## src/sv/mlpt_pkg.sv

```systemverilog
// Shared types, constants and sizing for the multi-level page table walker.
// Used by the datapath, controller, top level and checker.
// Depends on nothing.
package mlpt_pkg;

  // Address and table geometry.
  localparam int ADDR_BITS      = 32;
  localparam int MAX_LEVELS     = 4;
  localparam int MAX_LEVEL_BITS = 8;
  localparam int NODE_POOL      = 64;
  localparam int FRAME_BITS     = 20;
  localparam int BITS_REGS      = 4;

  localparam int LEVEL_LIM   = (MAX_LEVELS < BITS_REGS) ? MAX_LEVELS : BITS_REGS;
  localparam int NODE_SLOTS  = 1 << MAX_LEVEL_BITS;
  localparam int STORE_DEPTH = NODE_POOL * NODE_SLOTS;
  localparam int STORE_AW    = $clog2(STORE_DEPTH);
  localparam int STORE_W     = FRAME_BITS + 1;
  localparam int NODE_W      = $clog2(NODE_POOL);
  localparam int CNT_W       = $clog2(NODE_POOL + 1);
  localparam int LVL_W       = $clog2(LEVEL_LIM);
  localparam int TOT_BITS    = MAX_LEVELS * MAX_LEVEL_BITS;
  localparam int CUM_W       = $clog2(TOT_BITS + 1);
  localparam int EXT_W       = ADDR_BITS + TOT_BITS;
  localparam int SH_W        = $clog2(EXT_W + 1);

  // Configuration register widths and indexes.
  localparam int CFG_IDX_W   = 3;
  localparam int CFG_DATA_W  = 4;
  localparam int CFG_LC_W    = 3;
  localparam int CFG_BITS_W  = 4;

  localparam logic [CFG_IDX_W-1:0] CFG_LEVEL_COUNT = 3'd0;
  localparam logic [CFG_IDX_W-1:0] CFG_LEVEL0_BITS = 3'd1;
  localparam logic [CFG_IDX_W-1:0] CFG_LEVEL1_BITS = 3'd2;
  localparam logic [CFG_IDX_W-1:0] CFG_LEVEL2_BITS = 3'd3;
  localparam logic [CFG_IDX_W-1:0] CFG_LEVEL3_BITS = 3'd4;

  localparam logic [CFG_LC_W-1:0]   LEVEL_COUNT_RST = 3'd2;
  localparam logic [CFG_BITS_W-1:0] LEVEL_BITS_RST  = 4'd8;

  // Stream payload widths, padded to whole bytes.
  localparam int IN_DATA_W  = ((ADDR_BITS + FRAME_BITS + 7) / 8) * 8;
  localparam int OUT_DATA_W = ((FRAME_BITS + 7) / 8) * 8;
  localparam int STATUS_W   = 2;

  // Result status codes.
  typedef enum logic [STATUS_W-1:0] {
    ST_MISS      = 2'd0,
    ST_HIT       = 2'd1,
    ST_INSERTED  = 2'd2,
    ST_EXHAUSTED = 2'd3
  } status_code_t;

  // Commands from the controller to the datapath.
  typedef struct packed {
    logic         clear_step;
    logic         load;
    logic         issue_rd;
    logic         descend;
    logic         alloc;
    logic         leaf_write;
    logic         finish;
    status_code_t code;
  } mlpt_cmd_t;

  // Status from the datapath to the controller.
  typedef struct packed {
    logic clear_last;
    logic rd_valid;
    logic is_leaf;
    logic is_insert;
    logic pool_full;
    logic out_free;
  } mlpt_sts_t;

endpackage

```

## src/sv/mlpt_ctrl.sv

```systemverilog
// Controller of the page table walker: clearing sweep, item acceptance and
// the per-level read/evaluate sequence. Depends on mlpt_pkg.
module mlpt_ctrl
  import mlpt_pkg::*;
(
  input  logic      clk,
  input  logic      rst_n,
  input  logic      in_tvalid,
  output logic      in_tready,
  input  mlpt_sts_t sts,
  output mlpt_cmd_t cmd
);

  typedef enum logic [3:0] {
    S_CLEAR = 4'b0001,
    S_IDLE  = 4'b0010,
    S_ADDR  = 4'b0100,
    S_EVAL  = 4'b1000
  } state_t;

  state_t state_r, state_nxt;

  always_ff @(posedge clk) begin
    if (!rst_n) begin
      state_r <= S_CLEAR;
    end else begin
      state_r <= state_nxt;
    end
  end

  assign in_tready = (state_r == S_IDLE);

  // Next state and datapath commands.
  always_comb begin
    state_nxt = state_r;
    cmd       = '0;
    cmd.code  = ST_MISS;
    unique case (state_r)
      S_CLEAR: begin
        cmd.clear_step = 1'b1;
        if (sts.clear_last) begin
          state_nxt = S_IDLE;
        end
      end
      S_IDLE: begin
        if (in_tvalid) begin
          cmd.load  = 1'b1;
          state_nxt = S_ADDR;
        end
      end
      S_ADDR: begin
        cmd.issue_rd = 1'b1;
        state_nxt    = S_EVAL;
      end
      S_EVAL: begin
        if (!sts.is_leaf) begin
          // Inner level: follow the link, create it, or stop.
          if (sts.rd_valid) begin
            cmd.descend = 1'b1;
            state_nxt   = S_ADDR;
          end else if (sts.is_insert && !sts.pool_full) begin
            cmd.descend = 1'b1;
            cmd.alloc   = 1'b1;
            state_nxt   = S_ADDR;
          end else if (sts.out_free) begin
            cmd.finish = 1'b1;
            cmd.code   = sts.is_insert ? ST_EXHAUSTED : ST_MISS;
            state_nxt  = S_IDLE;
          end
        end else if (sts.out_free) begin
          // Leaf level: report the frame, store a new one, or miss.
          cmd.finish = 1'b1;
          state_nxt  = S_IDLE;
          if (sts.rd_valid) begin
            cmd.code = ST_HIT;
          end else if (sts.is_insert) begin
            cmd.code       = ST_INSERTED;
            cmd.leaf_write = 1'b1;
          end else begin
            cmd.code = ST_MISS;
          end
        end
      end
      default: begin
        state_nxt = S_CLEAR;
      end
    endcase
  end

endmodule

```

## config.mk

```make
export PLATFORM = sky130hd
export DESIGN_NAME = mlpt_ctrl
export DESIGN_NICKNAME = d
export VERILOG_FILES = /design/src/sv/mlpt_pkg.sv /design/src/sv/mlpt_ctrl.sv
export SDC_FILE = /design/constraint.sdc
export NUM_CORES = 1
export LEC_CHECK = 0
export BUFFER_PORTS_ARGS = -buffer_cell sky130_fd_sc_hd__clkbuf_2
export CORE_AREA = 5 5 42 44
export DETAILED_ROUTE_END_ITERATION = 8
export DIE_AREA = 0 0 47 49
export PLACE_DENSITY = 0.46
export SYNTH_ARGS = -nofsm -noshare
export SYNTH_HDL_FRONTEND = slang
export SYNTH_SLANG_ARGS = --single-unit
export TNS_END_PERCENT = 5
```

## constraint.sdc

```tcl
create_clock -name clk -period 1.65 [get_ports clk]
set_clock_uncertainty 0.15 [all_clocks]
set_input_delay 0.0825 -clock clk [delete_from_list [all_inputs] [get_ports clk]]
set_output_delay 0.0825 -clock clk [all_outputs]
set_load 0.02 [all_outputs]
```

==> flow_metrics.py, run 1 <==
metrics = {
    "status": {
        "status": "finished, final reports clean",
    },
    "sta": {
        "max_freq_mhz": 628,
        "hold_viol": 0,
        "fin_ws_ns": 0.0585,
        "fin_crit_ns": 1.59,
        "period_share": 0.965,
        "slew_headroom": 0.793,
        "worst_pin_slew_ns": 0.307,
        "slew_viol_final": 0,
        "rsz0062_at_grt": "yes",
        "setup_viol": 0,
    },
    "yosys": {
        "synth_seq_area_share": 0.248,
        "ys_types": 25,
        "syn_avg_cell_area_um2": 7.51,
        "netlist.area_leader.share": 0.248,
        "syn_area_um2": 323,
        "syn-num-nets": 52,
        "synth_top_area_cell": "dfxtp_1",
        "ys_warn_count": 0,
        "synth_area_leaders": "dfxtp_1 (25%), nor2_1 (5.8%), nor3_1 (4.7%)",
        "synth_seq_cells": 4,
        "synth_cells": 43,
    },
    "finish": {
        "fin_util": 0.371,
        "area_growth_pct": 60.9,
        "top_register": "state_r",
        "reg_top3": "state_r (4)",
        "layout.nets": 79,
        "largest_reg_flops": 4,
        "diodes": 0,
        "layout-drive-gt1-share": 0.544,
        "n_fill_cell": 162,
    },
    "routing": {
        "ant_nets": 0,
        "via_count": 399,
        "wl_per_cell_um": 11.9,
        "routed_via_density": 4.75,
        "drtIter0Drc": 4,
        "drtPass1Iterations": 4,
        "wirelength_um": 999,
        "drc": 0,
    },
    "critical_path": {
        "required_ns": 1.42,
        "critical_path.max_fanout": 5,
        "critical_path.slowest_cell": "dfxtp_4",
        "crit_chain": "nor2_4 -> nand4_1 -> nor3_2 -> buf_4",
        "reg2reg_to": "state_r[1]$_SDFFE_PN0P_",
        "worstReg2RegStart": "state_r[1]$_SDFFE_PN0P_",
        "end_kind": "output pin",
        "start_kind": "register",
        "criticalPathCategory": "register to output pin",
        "r2r_cells": 4,
        "reg2reg_slack_ns": 0.28,
        "arrival_ns": 1.36,
        "cp_slowest_stage_delay_ns": 0.35,
    },
    "global_route": {
        "grt_use_total": 0.0888,
        "antenna_found_initial": 0,
        "grt_max_degree": 10,
        "grt_overflow": 0,
        "grt_first_pass_wirelength_mm": 1.50,
        "grt_pass1_vias": 377,
    },
    "die": {
        "row_count": 14,
        "core_area_mm2": 0.00140,
        "io_pins": 19,
        "fp.dieArea_mm2": 0.00230,
        "fp.dieW_um": 47,
        "start_util": 0.230,
        "die_h_um": 49,
    },
    "hold_path": {
        "min-delay-start": "sts[5]",
        "holdPathStages": 4,
        "hold_end": "state_r[0]$_SDFFE_PN1P_",
        "min_path_type": "input pin to register",
    },
    "clock_network": {
        "clkSinkCount": 4,
        "clock_path_buffers": 2,
        "h-tree-depth": 1,
        "clkTransAtPathRegs_ns": 0.04,
        "numCtsBuffers": 3,
        "clk_latency_ns": 0.23,
        "cts-root-buf": "clkbuf_4",
        "cts_tree": "built",
    },
    "run": {
        "maxCapViolCount": 0,
    },
    "power": {
        "max-vdd-ir-drop_uv": 339,
        "power_density_mw_per_mm2": 591,
        "p_leak_nw": 0.241,
    },
    "place": {
        "gp_congestion": 0.660,
        "port-buffer-count": 18,
        "dp_slack_ns": 0.110,
        "hpwl_um": 763,
    },
}
-- repair_timing --
action,4_1_cts,5_1_grt
endpoints found under the setup margin,5,4
cloned,0,0
hold buffers,1,0
endpoints found under the hold margin,4,0
setup buffers,0,4
pin swaps,0,4
gates resized for setup,3,11
-- routing by layer --
metal | vias to the layer above | share of wire | global-route usage | wire length (um)
met3 | 0 | 0.072 | 0.0111 | 72
met1 | 175 | 0.42 | 0.119 | 421
met5 | - | 0 | 0 | 0
met4 | 0 | 0 | 0.0691 | 0
li1 | 211 | - | - | -
met2 | 13 | 0.51 | 0.122 | 505
-- layout by cell type, fill, tap and decap left out, types with 2 or more instances in the layout --
master and n:
a21oi_1 2, and3_1 2, buf_4 6, clkbuf_2 16, clkbuf_4 3, dfxtp_2 2
nand2_1 3, nor2_1 4, nor3_2 2, nor3b_1 2, o21a_1 2, o21ai_0 2
-- kinds of logic after synthesis --
logic type                count (synthesis)  share of synthesized area
DFF                                       4                      0.248
xor gates and xnor gates                  1                     0.0271
and+or+nand+nor                          26                      0.477
AOI/OAI and AO/OA                         9                      0.190
buffers and inverters                     3                     0.0581
-- critical path, delay by kind of cell (launching register included) --
family / cells / cell delay, ns
DFF: 1 / 0.35
and+or+nand+nor: 3 / 0.62
buffers and inverters: 1 / 0.16
-- power breakdown --
group          switching, W  internal, W   total, W  leakage [nW]
registers        0.00000838     0.000102   0.000110        0.0337
clock network     0.0000354    0.0000811   0.000116        0.0138
logic             0.0000398    0.0000404  0.0000802         0.194
total             0.0000836     0.000223   0.000307         0.241
-- cells in the mapped netlist (all sizes together) --
master	count
nor2	6
dfxtp	4
nand2	3
nor3	3
o21ai	3
a21oi	2
and3	2
inv	2
nor2b	2
nor3b	2
nor4	2
nor4b	2
o21a	2
a21o	1
and2	1
buf	1
nand2b	1
nand3	1
nand4	1
o32a	1
xor2	1
-- worst max-delay path by stage --
stage | from | to | slack, ns | cells after the start
after global routing | state_r[0]$_SDFFE_PN1P_ | cmd[3] | -0.05 | 4
after floorplan | state_r[0]$_SDFFE_PN1P_ | cmd[4] | 0.04 | 3
after detailed placement | state_r[0]$_SDFFE_PN1P_ | cmd[4] | 0.11 | 4
after CTS | state_r[0]$_SDFFE_PN1P_ | cmd[4] | 0.006 | 4
after global placement | state_r[0]$_SDFFE_PN1P_ | cmd[4] | 0.12 | 4
final | state_r[0]$_SDFFE_PN1P_ | cmd[3] | 0.06 | 4
-- per-stage QoR --
stage          total power, W  std cells  hold WS [ns]  instance area, um^2  TNS, ns
5_1_grt              0.000329         84        0.0525                  519   -0.107
3_5_place_dp         0.000174         76         0.166                  422        0
6_report             0.000307         84        0.0486                  519        0
3_3_place_gp         0.000175         76         0.164                  422        0
4_1_cts              0.000300         80        0.0420                  463        0
2_1_floorplan        0.000149         43        0.0155                  323        0
-- final cells by class --
| cell class | count | area (um^2) | area share |
|---|---|---|---|
| tap | 16 | 20.0 | 0.0386 |
| multi-input combinational | 36 | 248 | 0.477 |
| clock buffer | 3 | 22.5 | 0.0434 |
| inverter | 2 | 7.51 | 0.0145 |
| timing repair buffer | 23 | 135 | 0.260 |
| sequential | 4 | 86.3 | 0.166 |
(Power assumes the default switching activity.)
==> run 2, diff against run 1 <==
--- a/config.mk
+++ b/config.mk
@@ -10,6 +10,7 @@
 export DETAILED_ROUTE_END_ITERATION = 8
 export DIE_AREA = 0 0 47 49
 export PLACE_DENSITY = 0.46
+export SETUP_SLACK_MARGIN = 0.15
 export SYNTH_ARGS = -nofsm -noshare
 export SYNTH_HDL_FRONTEND = slang
 export SYNTH_SLANG_ARGS = --single-unit
==> flow_metrics.py, run 2 (synthesis gave the netlist of run 1 again) <==
metrics = {
    "run": {
        "maxCapViolCount": 0,
    },
    "place": {
        "hpwl_um": 712,
        "dpl.cell_count": 76,
        "port-buffer-count": 18,
        "gp_congestion": 0.707,
    },
    "sta": {
        "slew_viol_final": 0,
        "rsz0062_at_grt": "yes",
        "hold_viol": 0,
        "slew_headroom": 0.788,
        "setup_tns_ns": 0,
        "setup_viol": 0,
        "worst_pin_slew_ns": 0.315,
        "period_share": 0.903,
        "max_freq_mhz": 671,
        "timing.hold.ws_ns": 0.0322,
        "fin_crit_ns": 1.49,
    },
    "die": {
        "start_util": 0.230,
        "core_area_mm2": 0.00140,
        "fp.dieW_um": 47,
        "die_h_um": 49,
        "io_pins": 19,
        "row_count": 14,
        "fp.dieArea_mm2": 0.00230,
    },
    "power": {
        "power.clock.fraction": 0.390,
        "swShare": 0.287,
        "max-vdd-ir-drop_uv": 293,
        "p_leak_nw": 0.248,
        "combPwrFrac": 0.261,
        "p_total_w": 0.000306,
        "internal_power_w": 0.000218,
        "sequentialPowerShare": 0.349,
        "power_density_mw_per_mm2": 568,
        "p_sw_w": 0.0000878,
    },
    "routing": {
        "via_count": 415,
        "routed_via_density": 4.88,
        "drtIter0Drc": 8,
        "drtPass1Iterations": 4,
        "wirelength_um": 949,
        "drc": 0,
        "ant_nets": 0,
        "wl_per_cell_um": 11.2,
    },
    "clock_network": {
        "clkTransAtPathRegs_ns": 0.04,
        "cts-root-buf": "clkbuf_4",
        "clock_path_buffers": 2,
        "clk_latency_ns": 0.23,
        "h-tree-depth": 1,
        "numCtsBuffers": 3,
        "clkSinkCount": 4,
        "cts_tree": "built",
    },
    "critical_path": {
        "critical_path.max_fanout": 5,
        "start_kind": "register",
        "reg2reg_slack_ns": 0.19,
        "required_ns": 1.42,
        "criticalPathCategory": "register to output pin",
        "end_kind": "output pin",
        "arrival_ns": 1.26,
    },
    "finish": {
        "final_cells": 85,
        "layout-drive-gt1-share": 0.565,
        "diodes": 0,
        "reg_top3": "state_r (4)",
        "layout.nets": 80,
        "area_growth_pct": 67.1,
        "final_cell_mix": "clkbuf_2 (13), buf_4 (5), nor2_1 (4), clkbuf_4 (4), buf_2 (4)",
        "top_register": "state_r",
        "layout_commonest_cell": "clkbuf_2",
        "largest_reg_flops": 4,
    },
    "global_route": {
        "grt_overflow": 0,
        "grt_first_pass_wirelength_mm": 1.51,
        "grt_max_degree": 10,
        "grt_pass1_vias": 386,
        "grt_use_total": 0.0873,
        "antenna_found_initial": 0,
    },
    "status": {
        "status": "finished, final reports clean",
    },
    "hold_path": {
        "min_path_type": "input pin to register",
    },
}
[run 2: area by class of cell]
type	instances	area [um^2]
fillers	162	862
flip-flops and latches	4	92.6
multi-input cells	36	256
well taps	16	20.0
clock buffers	3	22.5
repair buffers	24	140
inverters	2	7.51
[run 2: repair_timing]
| action | CTS | global route |
|---|---|---|
| setup buffers | 4 | 1 |
| endpoints found under the hold margin | 4 | 0 |
| hold buffers | 1 | 0 |
| resized for setup | 9 | 9 |
| endpoints found under the setup margin | 6 | 7 |
| pin swaps | 3 | 2 |
[run 2: power groups by stage]
stage               combinational (W)  clock (W)  sequential, W
CTS                         0.0000786   0.000127       0.000109
floorplan                   0.0000401          0       0.000109
finish                      0.0000799   0.000119       0.000107
detailed placement          0.0000643          0       0.000110
global placement            0.0000645          0       0.000111
global route                0.0000876   0.000129       0.000107
[run 2: critical path, stage by stage (launching register included)]
cell and delay (ns):
dfxtp_4 0.35, nor2_4 0.13, nand4_1 0.12, buf_4 0.17
nor3_2 0.08, buf_2 0.17
[run 2: worst paths after layout]
kind | start | to | depth (start not counted)
max | state_r[2]$_SDFFE_PN0P_ | cmd[1] | 5
min | sts[0] | state_r[3]$_SDFFE_PN0P_ | 3
max reg2reg | state_r[0]$_SDFFE_PN1P_ | state_r[1]$_SDFFE_PN0P_ | 6
min reg2reg | state_r[2]$_SDFFE_PN0P_ | state_r[0]$_SDFFE_PN1P_ | 2
[run 2: metrics by stage]
step	instance area [um^2]	utilization	setup slack, ns
finish	539	0.385	0.159
global placement	428	0.305	0.137
floorplan	329	-	0.171
global route	539	0.385	0.0732
CTS	508	0.363	0.0644
detailed placement	428	0.305	0.123
[run 2: layer usage]
layer / global-route usage / part of all wire
met1: 0.0967 / 0.39
met2: 0.145 / 0.49
met3: 0.0148 / 0.094
met4: 0.0553 / 0.017
met5: 0 / 0
